<file path="config.mk">
export PLATFORM = sky130hd
export DESIGN_NAME = fixed_partition_first_fit_allocator
export DESIGN_NICKNAME = d
export VERILOG_FILES = /design/src/sv/fpff_pkg.sv /design/src/sv/fixed_partition_first_fit_allocator.sv /design/src/sv/fpff_slot_ram.sv /design/src/sv/fpff_fit.sv
export SDC_FILE = /design/constraint.sdc
export NUM_CORES = 1
export LEC_CHECK = 0
export BUFFER_PORTS_ARGS = -buffer_cell sky130_fd_sc_hd__buf_4
export CAP_MARGIN = 30
export CORE_MARGIN = 5
export CORE_UTILIZATION = 56
export CTS_BUF_LIST = sky130_fd_sc_hd__clkbuf_16
export CTS_CLUSTER_SIZE = 25
export DETAILED_ROUTE_END_ITERATION = 10
export PLACE_DENSITY = 0.75
export SYNTH_ARGS = -nofsm -noshare
export SYNTH_HDL_FRONTEND = slang
export SYNTH_SLANG_ARGS = --single-unit
export TNS_END_PERCENT = 30
</file>
<file path="constraint.sdc">
create_clock -name aclk -period 5.4 [get_ports aclk]
set_clock_uncertainty 0.1 [all_clocks]
set_input_delay 0.54 -clock aclk [delete_from_list [all_inputs] [get_ports aclk]]
set_output_delay 0.54 -clock aclk [all_outputs]
set_load 0.05 [all_outputs]
</file>
<file path="src/sv/fpff_pkg.sv">
package fpff_pkg;

    // Field widths fixed by the item format
    localparam int SIZE_W   = 16;
    localparam int TIME_W   = 32;
    localparam int ID_W     = 3;
    localparam int PIDX_W   = 3;
    localparam int PART_MAX = 5;
    localparam int CFG_IDX_W = 3;

    // Command kinds carried on s_tuser
    localparam logic KIND_SUBMIT = 1'b0;
    localparam logic KIND_TICK   = 1'b1;

    // Configuration register indexes
    localparam logic [CFG_IDX_W-1:0] CFG_SIZE_A = 3'd0;
    localparam logic [CFG_IDX_W-1:0] CFG_SIZE_B = 3'd1;
    localparam logic [CFG_IDX_W-1:0] CFG_SIZE_C = 3'd2;
    localparam logic [CFG_IDX_W-1:0] CFG_SIZE_D = 3'd3;
    localparam logic [CFG_IDX_W-1:0] CFG_SIZE_E = 3'd4;

    typedef logic [PART_MAX-1:0][SIZE_W-1:0] cap_array_t;

    localparam cap_array_t CAP_RESET = {16'd76, 16'd75, 16'd55, 16'd18, 16'd212};

    typedef enum logic [1:0] {
        ST_FREE   = 2'd0,
        ST_WAIT   = 2'd1,
        ST_ACTIVE = 2'd2
    } slot_status_t;

    typedef enum logic [2:0] {
        EV_QUEUED    = 3'd0,
        EV_REJECT    = 3'd1,
        EV_COMPLETE  = 3'd2,
        EV_ADMIT     = 3'd3,
        EV_TICK_DONE = 3'd4
    } event_t;

    typedef enum logic [2:0] {
        S_IDLE,
        S_SUB,
        S_CRD,
        S_CWR,
        S_ARD,
        S_AFIT,
        S_DONE
    } fsm_state_t;

    // One slot memory entry
    typedef struct packed {
        logic [SIZE_W-1:0] size;
        logic [SIZE_W-1:0] remaining;
        logic [PIDX_W-1:0] part;
    } slot_entry_t;

    // First-fit search result
    typedef struct packed {
        logic              found;
        logic [PIDX_W-1:0] index;
    } fit_t;

endpackage

</file>
<file path="src/sv/fixed_partition_first_fit_allocator.sv">
// Fixed-partition first-fit job allocator.
// Input stream (s_*): one word per command. s_tuser is the kind (0 submit,
// 1 tick); a submit carries job size and burst length in s_tdata.
// Result stream (m_*): one or more words per command, the final one marked
// by m_tlast. A submit gives one word (queued or rejected). A tick gives
// completions in slot order, then admissions in submission order, then a
// tick-done word; all carry the tick count from before the tick.
// Configuration: cfg_we/cfg_index/cfg_data write the five partition
// capacities; write only while no command is in flight.
// Throughput: one command at a time. A tick scans the slot memory through
// its single read port, one slot per cycle unless a result word is held,
// with an extra countdown step for each active job, then reads and tries
// to place the queued jobs in submission order.
// Reset: all slots free, all partitions idle, pointers and tick count zero,
// capacities back to their defaults. No clearing pass is needed.
// Stall: one output register holds a word until m_tready; a state with a word
// to emit waits in place while it is full, and s_tready drops until the command ends.
module fixed_partition_first_fit_allocator #(
    parameter int JOB_SLOTS       = 8,
    parameter int PARTITION_COUNT = 5
) (
    input  logic                               aclk,
    input  logic                               aresetn,
    // input stream
    input  logic                               s_tvalid,
    output logic                               s_tready,
    input  logic [31:0]                        s_tdata,  // job_size[15:0], job_burst[31:16]
    input  logic                               s_tuser,  // kind
    // result stream
    output logic                               m_tvalid,
    input  logic                               m_tready,
    output logic [47:0]                        m_tdata,  // event_res[2:0], job_id[5:3],
                                                         // partition_index[8:6],
                                                         // tick_time[40:9], zero pad
    output logic                               m_tlast,
    // configuration
    input  logic                               cfg_we,
    input  logic [fpff_pkg::CFG_IDX_W-1:0]     cfg_index,
    input  logic [fpff_pkg::SIZE_W-1:0]        cfg_data
);
    import fpff_pkg::*;

    localparam int SLOT_W  = $clog2(JOB_SLOTS);
    localparam int ENTRY_W = $bits(slot_entry_t);
    localparam logic [SLOT_W-1:0] LAST_SLOT = SLOT_W'(JOB_SLOTS - 1);

    // ---------------------------------------------------------------
    // State
    // ---------------------------------------------------------------
    fsm_state_t               state_reg, state_next;
    slot_status_t             status_reg [JOB_SLOTS];
    logic [PARTITION_COUNT-1:0] busy_reg;
    logic [SLOT_W-1:0]        admit_ptr_reg, sub_ptr_reg, scan_reg;
    logic [TIME_W-1:0]        tick_reg;
    cap_array_t               cap_reg;
    logic [SIZE_W-1:0]        in_size_reg, in_burst_reg;

    // output register
    logic                     m_valid_reg;
    event_t                   m_event_reg;
    logic [ID_W-1:0]          m_job_reg;
    logic [PIDX_W-1:0]        m_part_reg;
    logic [TIME_W-1:0]        m_time_reg;
    logic                     m_last_reg;

    // control from the sequencer
    logic                     emit, emit_last;
    event_t                   emit_ev;
    logic [SLOT_W-1:0]        emit_slot;
    logic [PIDX_W-1:0]        emit_part;
    logic                     rd_en, wr_en;
    logic [SLOT_W-1:0]        rd_addr, wr_addr;
    slot_entry_t              wr_data, rd_data;
    logic [ENTRY_W-1:0]       rd_bits;
    fit_t                     fit;

    logic                     out_free;
    logic                     in_accept;
    logic                     rem_gt1;
    logic                     last_scan;
    logic [JOB_SLOTS-1:0]     act_vec;

    assign out_free  = !m_valid_reg || m_tready;
    assign s_tready  = (state_reg == S_IDLE);
    assign in_accept = s_tvalid && s_tready;
    assign rd_data   = slot_entry_t'(rd_bits);
    assign rem_gt1   = (rd_data.remaining > SIZE_W'(1));
    assign last_scan = (scan_reg == LAST_SLOT);

    always_comb begin
        for (int i = 0; i < JOB_SLOTS; i++) begin
            act_vec[i] = (status_reg[i] == ST_ACTIVE);
        end
    end

    // ---------------------------------------------------------------
    // Slot memory: size, remaining burst and partition per ring slot
    // ---------------------------------------------------------------
    fpff_slot_ram #(
        .DEPTH (JOB_SLOTS),
        .WIDTH (ENTRY_W)
    ) u_slot_ram (
        .aclk    (aclk),
        .wr_en   (wr_en),
        .wr_addr (wr_addr),
        .wr_data (wr_data),
        .rd_en   (rd_en),
        .rd_addr (rd_addr),
        .rd_data (rd_bits)
    );

    fpff_fit #(
        .PARTITION_COUNT (PARTITION_COUNT)
    ) u_fit (
        .busy (busy_reg),
        .caps (cap_reg),
        .need (rd_data.size),
        .fit  (fit)
    );

    // ---------------------------------------------------------------
    // Next state
    // ---------------------------------------------------------------
    always_comb begin
        state_next = state_reg;
        unique case (state_reg)
            S_IDLE: begin
                if (in_accept) begin
                    state_next = (s_tuser == KIND_TICK) ? S_CRD : S_SUB;
                end
            end
            S_SUB: begin
                if (out_free) begin
                    state_next = S_IDLE;
                end
            end
            S_CRD: begin
                if (status_reg[scan_reg] == ST_ACTIVE) begin
                    state_next = S_CWR;
                end else if (last_scan) begin
                    state_next = S_ARD;
                end
            end
            S_CWR: begin
                if (rem_gt1 || out_free) begin
                    state_next = last_scan ? S_ARD : S_CRD;
                end
            end
            S_ARD: begin
                state_next = (status_reg[admit_ptr_reg] == ST_WAIT) ? S_AFIT : S_DONE;
            end
            S_AFIT: begin
                if (!fit.found) begin
                    state_next = S_DONE;
                end else if (out_free) begin
                    state_next = S_ARD;
                end
            end
            S_DONE: begin
                if (out_free) begin
                    state_next = S_IDLE;
                end
            end
            default: state_next = S_IDLE;
        endcase
    end

    // ---------------------------------------------------------------
    // Sequencer outputs: memory access and result word
    // ---------------------------------------------------------------
    always_comb begin
        emit      = 1'b0;
        emit_last = 1'b0;
        emit_ev   = EV_QUEUED;
        emit_slot = scan_reg;
        emit_part = '0;
        rd_en     = 1'b0;
        rd_addr   = scan_reg;
        wr_en     = 1'b0;
        wr_addr   = scan_reg;
        wr_data   = rd_data;
        unique case (state_reg)
            S_IDLE: begin
            end
            S_SUB: begin
                emit      = 1'b1;
                emit_last = 1'b1;
                emit_slot = sub_ptr_reg;
                wr_addr   = sub_ptr_reg;
                wr_data.size      = in_size_reg;
                wr_data.remaining = in_burst_reg;
                wr_data.part      = '0;
                if (status_reg[sub_ptr_reg] != ST_FREE) begin
                    emit_ev = EV_REJECT;
                end else begin
                    emit_ev = EV_QUEUED;
                    wr_en   = out_free;
                end
            end
            S_CRD: begin
                rd_en = 1'b1;
            end
            S_CWR: begin
                // count down, or retire the job and report its partition
                if (rem_gt1) begin
                    wr_en             = 1'b1;
                    wr_data.remaining = rd_data.remaining - SIZE_W'(1);
                end else begin
                    emit      = 1'b1;
                    emit_ev   = EV_COMPLETE;
                    emit_part = rd_data.part;
                end
            end
            S_ARD: begin
                rd_en   = 1'b1;
                rd_addr = admit_ptr_reg;
            end
            S_AFIT: begin
                emit_slot = admit_ptr_reg;
                wr_addr   = admit_ptr_reg;
                wr_data.part = fit.index;
                if (fit.found) begin
                    emit      = 1'b1;
                    emit_ev   = EV_ADMIT;
                    emit_part = fit.index;
                    wr_en     = out_free;
                end
            end
            S_DONE: begin
                emit      = 1'b1;
                emit_last = 1'b1;
                emit_ev   = EV_TICK_DONE;
                emit_slot = '0;
            end
            default: begin
            end
        endcase
    end

    // ---------------------------------------------------------------
    // Control registers
    // ---------------------------------------------------------------
    always_ff @(posedge aclk) begin
        if (!aresetn) begin
            state_reg     <= S_IDLE;
            busy_reg      <= '0;
            admit_ptr_reg <= '0;
            sub_ptr_reg   <= '0;
            scan_reg      <= '0;
            tick_reg      <= '0;
            cap_reg       <= CAP_RESET;
            m_valid_reg   <= 1'b0;
            for (int i = 0; i < JOB_SLOTS; i++) begin
                status_reg[i] <= ST_FREE;
            end
        end else begin
            state_reg <= state_next;

            // capacities; indexes past the last register drop the write
            if (cfg_we && cfg_index < CFG_IDX_W'(PART_MAX)) begin
                cap_reg[cfg_index] <= cfg_data;
            end

            if (in_accept) begin
                scan_reg <= '0;
            end

            // advance the completion scan
            if ((state_reg == S_CRD && status_reg[scan_reg] != ST_ACTIVE && !last_scan)
                || (state_reg == S_CWR && (rem_gt1 || out_free) && !last_scan)) begin
                scan_reg <= scan_reg + SLOT_W'(1);
            end

            if (state_reg == S_SUB && out_free && status_reg[sub_ptr_reg] == ST_FREE) begin
                status_reg[sub_ptr_reg] <= ST_WAIT;
                sub_ptr_reg <= (sub_ptr_reg == LAST_SLOT) ? '0 : sub_ptr_reg + SLOT_W'(1);
            end

            // retire: free the slot and its partition
            if (state_reg == S_CWR && !rem_gt1 && out_free) begin
                status_reg[scan_reg] <= ST_FREE;
                for (int p = 0; p < PARTITION_COUNT; p++) begin
                    if (rd_data.part == PIDX_W'(p)) begin
                        busy_reg[p] <= 1'b0;
                    end
                end
            end

            // admit: claim the partition and move the head of the queue
            if (state_reg == S_AFIT && fit.found && out_free) begin
                status_reg[admit_ptr_reg] <= ST_ACTIVE;
                for (int p = 0; p < PARTITION_COUNT; p++) begin
                    if (fit.index == PIDX_W'(p)) begin
                        busy_reg[p] <= 1'b1;
                    end
                end
                admit_ptr_reg <= (admit_ptr_reg == LAST_SLOT) ? '0
                                                              : admit_ptr_reg + SLOT_W'(1);
            end

            if (state_reg == S_DONE && out_free) begin
                tick_reg <= tick_reg + TIME_W'(1);
            end

            if (emit && out_free) begin
                m_valid_reg <= 1'b1;
            end else if (m_tready) begin
                m_valid_reg <= 1'b0;
            end
        end
    end

    // ---------------------------------------------------------------
    // Payload registers
    // ---------------------------------------------------------------
    always_ff @(posedge aclk) begin
        if (in_accept) begin
            in_size_reg  <= s_tdata[15:0];
            in_burst_reg <= s_tdata[31:16];
        end
        if (emit && out_free) begin
            m_event_reg <= emit_ev;
            m_job_reg   <= ID_W'(emit_slot);
            m_part_reg  <= emit_part;
            m_time_reg  <= tick_reg;
            m_last_reg  <= emit_last;
        end
    end

    assign m_tvalid = m_valid_reg;
    assign m_tdata  = {7'd0, m_time_reg, m_part_reg, m_job_reg, m_event_reg};
    assign m_tlast  = m_last_reg;

    // ---------------------------------------------------------------
    // Checks
    // ---------------------------------------------------------------
    // every busy partition belongs to exactly one running job
    assert property (@(posedge aclk) disable iff (!aresetn)
        $countones(busy_reg) == $countones(act_vec))
        else $error("busy partitions do not match active jobs");

    // the tick count moves only with the tick-done word
    assert property (@(posedge aclk) disable iff (!aresetn)
        !(state_reg == S_DONE && out_free) |=> $stable(tick_reg))
        else $error("tick count moved outside tick completion");

    // the submit pointer moves only while a submit is handled
    assert property (@(posedge aclk) disable iff (!aresetn)
        state_reg != S_SUB |=> $stable(sub_ptr_reg))
        else $error("submit pointer moved outside a submit");

    // read-modify-write only touches running jobs
    assert property (@(posedge aclk) disable iff (!aresetn)
        state_reg == S_CWR |-> status_reg[scan_reg] == ST_ACTIVE)
        else $error("countdown on a slot that is not running");

endmodule

</file>
<file path="src/sv/fpff_slot_ram.sv">
module fpff_slot_ram #(
    parameter int DEPTH = 8,
    parameter int WIDTH = 35
) (
    input  logic                     aclk,
    input  logic                     wr_en,
    input  logic [$clog2(DEPTH)-1:0] wr_addr,
    input  logic [WIDTH-1:0]         wr_data,
    input  logic                     rd_en,
    input  logic [$clog2(DEPTH)-1:0] rd_addr,
    output logic [WIDTH-1:0]         rd_data
);

    logic [WIDTH-1:0] mem [DEPTH];
    logic [WIDTH-1:0] rd_data_reg;

    always_ff @(posedge aclk) begin
        if (wr_en) begin
            mem[wr_addr] <= wr_data;
        end
    end

    // hold read data until the next read
    always_ff @(posedge aclk) begin
        if (rd_en) begin
            rd_data_reg <= mem[rd_addr];
        end
    end

    assign rd_data = rd_data_reg;

endmodule

</file>
<file path="src/sv/fpff_fit.sv">
module fpff_fit #(
    parameter int PARTITION_COUNT = 5
) (
    input  logic [PARTITION_COUNT-1:0]   busy,
    input  fpff_pkg::cap_array_t         caps,
    input  logic [fpff_pkg::SIZE_W-1:0]  need,
    output fpff_pkg::fit_t               fit
);
    import fpff_pkg::*;

    // lowest free partition with enough capacity wins
    always_comb begin
        fit = '0;
        for (int p = PARTITION_COUNT - 1; p >= 0; p--) begin
            if (!busy[p] && caps[p] >= need) begin
                fit.found = 1'b1;
                fit.index = PIDX_W'(p);
            end
        end
    end

endmodule

</file>
==> summary.md, run 1 <==
| Metric | Value |
|---|---|
| Outcome | complete, no violations |
| Mean Syn Cell Area | 10.77 µm² |
| Hold slack | 0.05578 ns |
| Initial detailed-routing violation count | 1976 |
| Die H | 215.2 µm |
| WL/cell | 20.02 µm |
| Post-synthesis register bit count | 544 |
| Most frequent cells in the layout | 581 x nand2_1, 405 x edfxtp_1, 214 x nand3_1 |
| Post-synthesis mux area share | 1.358% |
| Post-cts repair resize count | 0 |
| First-pass GRT wire length | 91510 µm |
| Synthesis Warnings | 0 |
| CP peak stage delay | 0.69 ns |
| Clock Tree Buf Depth | 3 |
| Most common cell after layout, fill and taps aside | nand2_1 |
| Post-route minimum period | 4.337 ns |
| Clk sinks | 544 |
| Worst hold-check path type | in -> reg |
| Die Span X | 215.2 µm |
| Top FF cell, synth | edfxtp_1 |
| Number of buffers added for setup after CTS | 0 |
| Slew @ Worst Pin | 1.109 ns |
| CP max stage cell | o31ai_1 |
| Nets | 2452 |
| Share of layout cells above drive strength 1 | 10.90% |
| H-tree depth | 2 |
| Cell count after synthesis | 2190 |
| Num CTS Buffers | 54 |
| Mapped Area | 0.02358 mm² |
| Io pins | 108 |
| Seq/Total Area, Yosys | 63.37% |
| Crit path buf inv count | 3 |
| Post-Synth Adder-Cell Area | 4.775% |
| Post-synth EDFFs | 405 |
| R2R Path Start | u_slot_ram.rd_data[22] |
| Unrepaired setup endpoints after global routing | false |
| Critical Path Sink | u_slot_ram.mem[6][19] |
| ANT cells | 0 |
| Cells on worst reg2reg path | 12 |
| Critical path endpoint category | flip-flop |
| CTS Hold Bufs | 30 |
| Cell row count | 75 |
| Post-Route WL | 57810 µm |
| Area Overhead vs Synth | 15.16% |
| Total stage count of the critical path | 12 |
| CP top delay family | compound AO/OA/AOI/OAI gates |
| Fin cells | 2887 |
| Worst path cell trace | inv_1 > ha_1 > nor2_1 > nor3_1 > a21oi_1 > o31ai_1 > nor4_4 > a211oi_2 > o31ai_1 > buf_4 > nor2_4 > buf_4 |
| Largest net degree at the start of global routing | 85 |
| Pre-antenna DRT Iters | 6 |
| Area of the die | 0.04632 mm² |
| CTS root buf | clkbuf_16 |
| Period utilization | 80.31% |
| CTS tree | built |
| Antenna violations before repair | 0 |
| Remaining DRCs | 0 |
| Worst endpoint data arrival time | 4.55 ns |
| DP Cell Count | 2754 |
| Initial Utilization | 56.48% |
| Reg2reg setup slack | 1.06 ns |
| RR Endpoint | u_slot_ram.mem[6][19] |
| Final GP Congestion | 0.8942 |
| Main combinational cell family by area after synthesis | simple AND/OR/NAND/NOR gates |
| Slew HR | 25.27% |
| Yosys cell types | 67 |
| Max Freq | 0.2306 GHz |
| Crit path launch | u_slot_ram.rd_data[22] |
| Max-Cap Viols | 0 |
| Async SR Flop Fraction | 0% |
| IO Port Bufs | 100 |
| Final setup viols | 0 |
| Startpoint types | flip-flop |
| Crit path kind | reg -> reg |
| Maximum vdd ir drop | 425.3 µV |
| Total leakage power | 0.01009 µW |
| Final Max Tran Viols | 0 |
| Synth Area in Compound Gates | 8.043% |
| Hpwl dp | 39090 µm |
| Reg clk slew, reported paths | 0.06 ns |
| Worst-skew pair later-pin latency | 0.62 ns |
| Core ar. | 0.04176 mm² |
| Routed Antenna Nets | 0 |
| Synth Area in Simple Gates | 18.80% |
| Total number of vias | 17000 |
| Grt total ovfl | 0 |
| Final TNS setup | 0 ns |
| Via count of the first global-routing pass | 16390 |
| Number of flip-flops in the largest register | 280 |
| Fill count | 3129 |
| Final hold violations | 0 |
| Vias/cell | 5.890 |
| Worst-path fanout max | 28 |
| Xor/xnor share of the synthesized area | 0.8913% |
| All-Layer GR Usage | 24.68% |
| WP data required | 5.61 ns |
| Pwr Density | 462.7 mW/mm² |
==> per-stage QoR <==
step | power (µW) | setup WS, ns | util (%) | cell area, µm²
after global routing | 13120 | 0.8081 | 65.04 | 27160
after detailed placement | 8856 | 1.057 | 60.03 | 25070
after global placement | 8701 | 1.163 | 59.67 | 24920
final | 12570 | 1.063 | 65.04 | 27160
after floorplan | 7641 | 0.8274 | - | 23610
after CTS | 12570 | 1.047 | 64.97 | 27130
==> synthesized netlist by cell type (all sizes together), types with 3 or more instances <==
cell	instances	area, µm²
a2111o	3	33.78
a2111oi	3	51.30
a211oi	6	50.05
a21o	8	60.06
a21oi	134	681.9
a22oi	5	37.54
a31oi	10	62.56
and2	7	43.79
and3	4	25.02
buf	27	135.1
clkbuf	93	349.1
dfxtp	139	2783
edfxtp	405	12160
ha	90	1126
inv	43	161.4
mux2i	23	230.2
mux4	3	67.56
nand2	581	2181
nand2b	13	81.33
nand3	214	1071
nand3b	8	60.06
nand4	17	106.4
nor2	101	379.1
nor2b	10	62.56
nor3	25	145.1
nor3b	4	30.03
nor4	10	77.57
o211ai	12	90.09
o21a	5	37.54
o21ai	93	465.5
o22ai	17	106.4
o32ai	5	43.79
or2	5	31.28
or3	10	62.56
or4	4	30.03
xnor2	8	70.07
xor2	16	140.1
==> final cells by class <==
| class | instances | area (µm²) | area share, % |
|---|---|---|---|
| multi-input cells | 1488 | 8149 | 30.00 |
| repair buffers | 173 | 1461 | 5.381 |
| flip-flops and latches | 544 | 14940 | 55.02 |
| well taps | 539 | 674.4 | 2.483 |
| inverters | 44 | 165.2 | 0.6081 |
| clock inverters | 42 | 339.1 | 1.248 |
| clock buffers | 57 | 1426 | 5.252 |
==> how the worst min path moves through the flow <==
stage                       startpoint              end  slack, ns  cells after the start
final                      s_tdata[15]  in_size_reg[15]       0.06                      1
after detailed placement  tick_reg[31]   m_time_reg[31]       0.35                      0
after floorplan           tick_reg[31]   m_time_reg[31]       0.33                      0
after global placement    tick_reg[31]   m_time_reg[31]       0.34                      0
after global routing       s_tdata[14]  in_size_reg[14]       0.03                      1
after CTS                  s_tdata[15]  in_size_reg[15]       0.03                      1
==> per-layer routing <==
| metal | up-vias | global-route usage (%) | share of wire [%] |
|---|---|---|---|
| met4 | 0 | 6.081 | 2.3 |
| li1 | 8014 | - | - |
| met1 | 8161 | 36.89 | 44 |
| met5 | - | 0 | 0 |
| met3 | 86 | 4.799 | 9.1 |
| met2 | 742 | 37.69 | 45 |
==> power breakdown <==
group / internal, µW / leakage (µW) / total [µW] / switching [µW]
Clock: 2150 / 0.000924 / 3730 / 1580
Combinational: 875 / 0.00434 / 3180 / 2300
Sequential: 5440 / 0.00483 / 5660 / 222
==> kinds of logic after synthesis <==
kind of cell    after synthesis
compound gates              321
xor+xnor                     24
fa+ha+maj                    90
buf+inv                     164
flops                       544
mux                          28
other cells                   1
simple gates               1018
(Power assumes the default switching activity.)
==> run 2: changes to the inputs <==
==> constraint.sdc (replaced) <==
create_clock -name aclk -period 4.3 [get_ports aclk]
set_clock_uncertainty 0.1 [all_clocks]
set_input_delay 0.43 -clock aclk [delete_from_list [all_inputs] [get_ports aclk]]
set_output_delay 0.43 -clock aclk [all_outputs]
set_load 0.05 [all_outputs]
==> run 2 against run 1 <==
  * Cell count grew 1.1%
  * Highest routed layer unchanged
  * Total power up 26%
  * Routed wire length increased by 6.3%
  * Utilization grew 0.73 points
  * Setup slack worse by 0.81 ns
==> summary.md, run 2 (synthesized netlist as in run 1, its figures left out) <==
| Metric | Value |
|---|---|
| Outcome | complete, no violations |
| Io pins | 108 (unchanged) |
| Worst-path fanout max | 17 (-39%) |
| RR Endpoint | u_slot_ram.mem[0][18] |
| Area of the die | 0.04632 mm² (unchanged) |
| Post-Route WL | 61470 µm (+6.3%) |
| Worst hold path startpoint | s_tvalid |
| Final hold violations | 0 (unchanged) |
| Unrepaired setup endpoints after global routing | false |
| WP data required | 4.44 ns (-1.17 ns) |
| Period utilization | 94.14% (+14 points) |
| Final setup viols | 0 (unchanged) |
| Final Max Tran Viols | 0 (unchanged) |
| Share of layout cells above drive strength 1 | 11.31% (+0.40 points) |
| Clk sinks | 544 (unchanged) |
| Grt total ovfl | 0 (unchanged) |
| Fill count | 3127 (-0.064%) |
| Total number of vias | 17340 (+2.0%) |
| Tot Pwr | 15870 µW (+26%) |
| Routed Antenna Nets | 0 (unchanged) |
| Total leakage power | 0.01020 µW (+1.1%) |
| R2R Path Start | u_slot_ram.rd_data[34] |
| Cell row count | 75 (unchanged) |
| Post-route minimum period | 4.048 ns (-0.2885 ns) |
| H-tree depth | 2 (unchanged) |
| Post-cts repair resize count | 0 (unchanged) |
| IO Port Bufs | 100 (unchanged) |
| Number of buffers added for setup after CTS | 0 (unchanged) |
| Number of flip-flops in the largest register | 280 (unchanged) |
| Hpwl dp | 40820 µm (+4.4%) |
| ANT cells | 0 (unchanged) |
| All-Layer GR Usage | 25.98% (+1.3 points) |
| Crit path buf inv count | 2 (-1) |
| Hold slack | 0.1309 ns (+0.07512 ns) |
| Final GP Congestion | 0.9732 (+8.8%) |
| Slew @ Worst Pin | 1.084 ns (-0.02523 ns) |
| Maximum vdd ir drop | 379.4 µV (-11%) |
| Reg clk slew, reported paths | 0.06 ns (about the same) |
| Worst-skew pair later-pin latency | 0.62 ns (about the same) |
| Cells on worst reg2reg path | 10 (-2) |
| Num CTS Buffers | 54 (unchanged) |
| Vias/cell | 5.942 (+0.89%) |
| First-pass GRT wire length | 94870 µm (+3.7%) |
| Most frequent cells in the layout | 581 x nand2_1, 405 x edfxtp_1, 214 x nand3_1 |
| Slew HR | 26.97% (+1.7 points) |
| CP peak stage delay | 0.72 ns (+0.03 ns) |
| Pwr Density | 577.9 mW/mm² (+25%) |
| Max Freq | 0.2470 GHz (+7.1%) |
| Pre-antenna DRT Iters | 6 (unchanged) |
| CP top delay family | simple AND/OR/NAND/NOR gates |
| Crit path kind | reg -> reg |
| Critical path endpoint category | flip-flop |
| CP max stage cell | nor2_2 |
| Area Overhead vs Synth | 16.46% |
| Initial detailed-routing violation count | 2284 (+16%) |
| Via count of the first global-routing pass | 16680 (+1.7%) |
| Clock Tree Buf Depth | 3 (unchanged) |
| Core ar. | 0.04176 mm² (unchanged) |
| Worst endpoint data arrival time | 4.18 ns (-0.37 ns) |
| WL/cell | 21.07 µm (+5.2%) |
| Initial Utilization | 56.48% (unchanged) |
| Crit path launch | u_slot_ram.rd_data[34] |
| Nets | 2485 (+1.3%) |
| Worst path cell trace | inv_1 > ha_1 > nand4_1 > or4_1 > o21ai_1 > nor4_4 > a211oi_2 > o32ai_1 > buf_4 > nor2_2 |
| Hold EP | scan_reg[1] |
| Startpoint types | flip-flop |
| Worst hold-check path type | in -> reg |
| Most common cell after layout, fill and taps aside | nand2_1 |
| Die H | 215.2 µm (unchanged) |
| CTS root buf | clkbuf_16 |
| Max-Cap Viols | 0 (unchanged) |
| Remaining DRCs | 0 (unchanged) |
| Largest net degree at the start of global routing | 106 (+25%) |
| CTS tree | built |
| Antenna violations before repair | 0 (unchanged) |
| Hold Crit Depth | 4 (+3) |
| Die Span X | 215.2 µm (unchanged) |
| Reg2reg setup slack | 0.25 ns (-0.81 ns) |
## run 2: layout make-up
cell class	instances	area [µm²]	share of cell area [%]
Clock buffer	55	1376	5.011
Clock inverter	42	305.3	1.112
Inverter	44	165.2	0.6013
Multi-Input combinational cell	1489	8160	29.71
Sequential cell	544	14940	54.41
Tap cell	539	674.4	2.455
Timing Repair Buffer	205	1839	6.697
## run 2: worst reg2reg max path, delay by kind of cell, from the launching register on
kind	cells	cell delay, ns
simple gates	4	1.50
compound gates	3	1.05
fa+ha+maj	1	0.36
buf+inv	2	0.34
flops	1	0.32
## run 2: routing by layer
layer | vias to the layer above | GRT usage, % | routed length, µm
met1 | 8330 | 36.80 | 25600
met3 | 111 | 4.447 | 5461
li1 | 8084 | - | -
met2 | 813 | 41.71 | 28810
met4 | 0 | 7.809 | 1602
met5 | - | 0 | 0
## run 2: timing repair
action                                  CTS  global route
endpoints found under the setup margin    0            35
hold buffers                             48             0
hold endpoints to repair                101             0
## run 2: report_power, final
| part | switching (µW) | leakage (µW) | total (µW) | internal, µW |
|---|---|---|---|---|
| clock network | 1990 | 0.000859 | 4500 | 2500 |
| registers | 274 | 0.00483 | 7110 | 6830 |
| logic | 3090 | 0.00451 | 4270 | 1190 |
## run 2: how the worst max path moves through the flow
stage                                  endpoint  slack (ns)  cells after the start
after floorplan            u_slot_ram.mem[5][0]       -0.02                      9
after global placement    u_slot_ram.mem[5][23]        0.24                     10
after detailed placement  u_slot_ram.mem[0][26]        0.23                     10
after CTS                 u_slot_ram.mem[0][13]        0.21                     10
after global routing       u_slot_ram.mem[0][4]        0.08                     10
final                     u_slot_ram.mem[0][18]        0.25                     10
## run 2: stage by stage
step                worst slack (ns)  setup TNS, ns  util [%]  cells  area [µm²]
floorplan                   -0.02386         -4.098         -   2196       23610
global placement              0.2412              0     59.93   2753       25020
detailed placement            0.2253              0     60.55   2770       25290
CTS                           0.2145              0     65.73   2915       27450
global route                 0.08031              0     65.77   2918       27470
finish                        0.2518              0     65.77   2918       27470
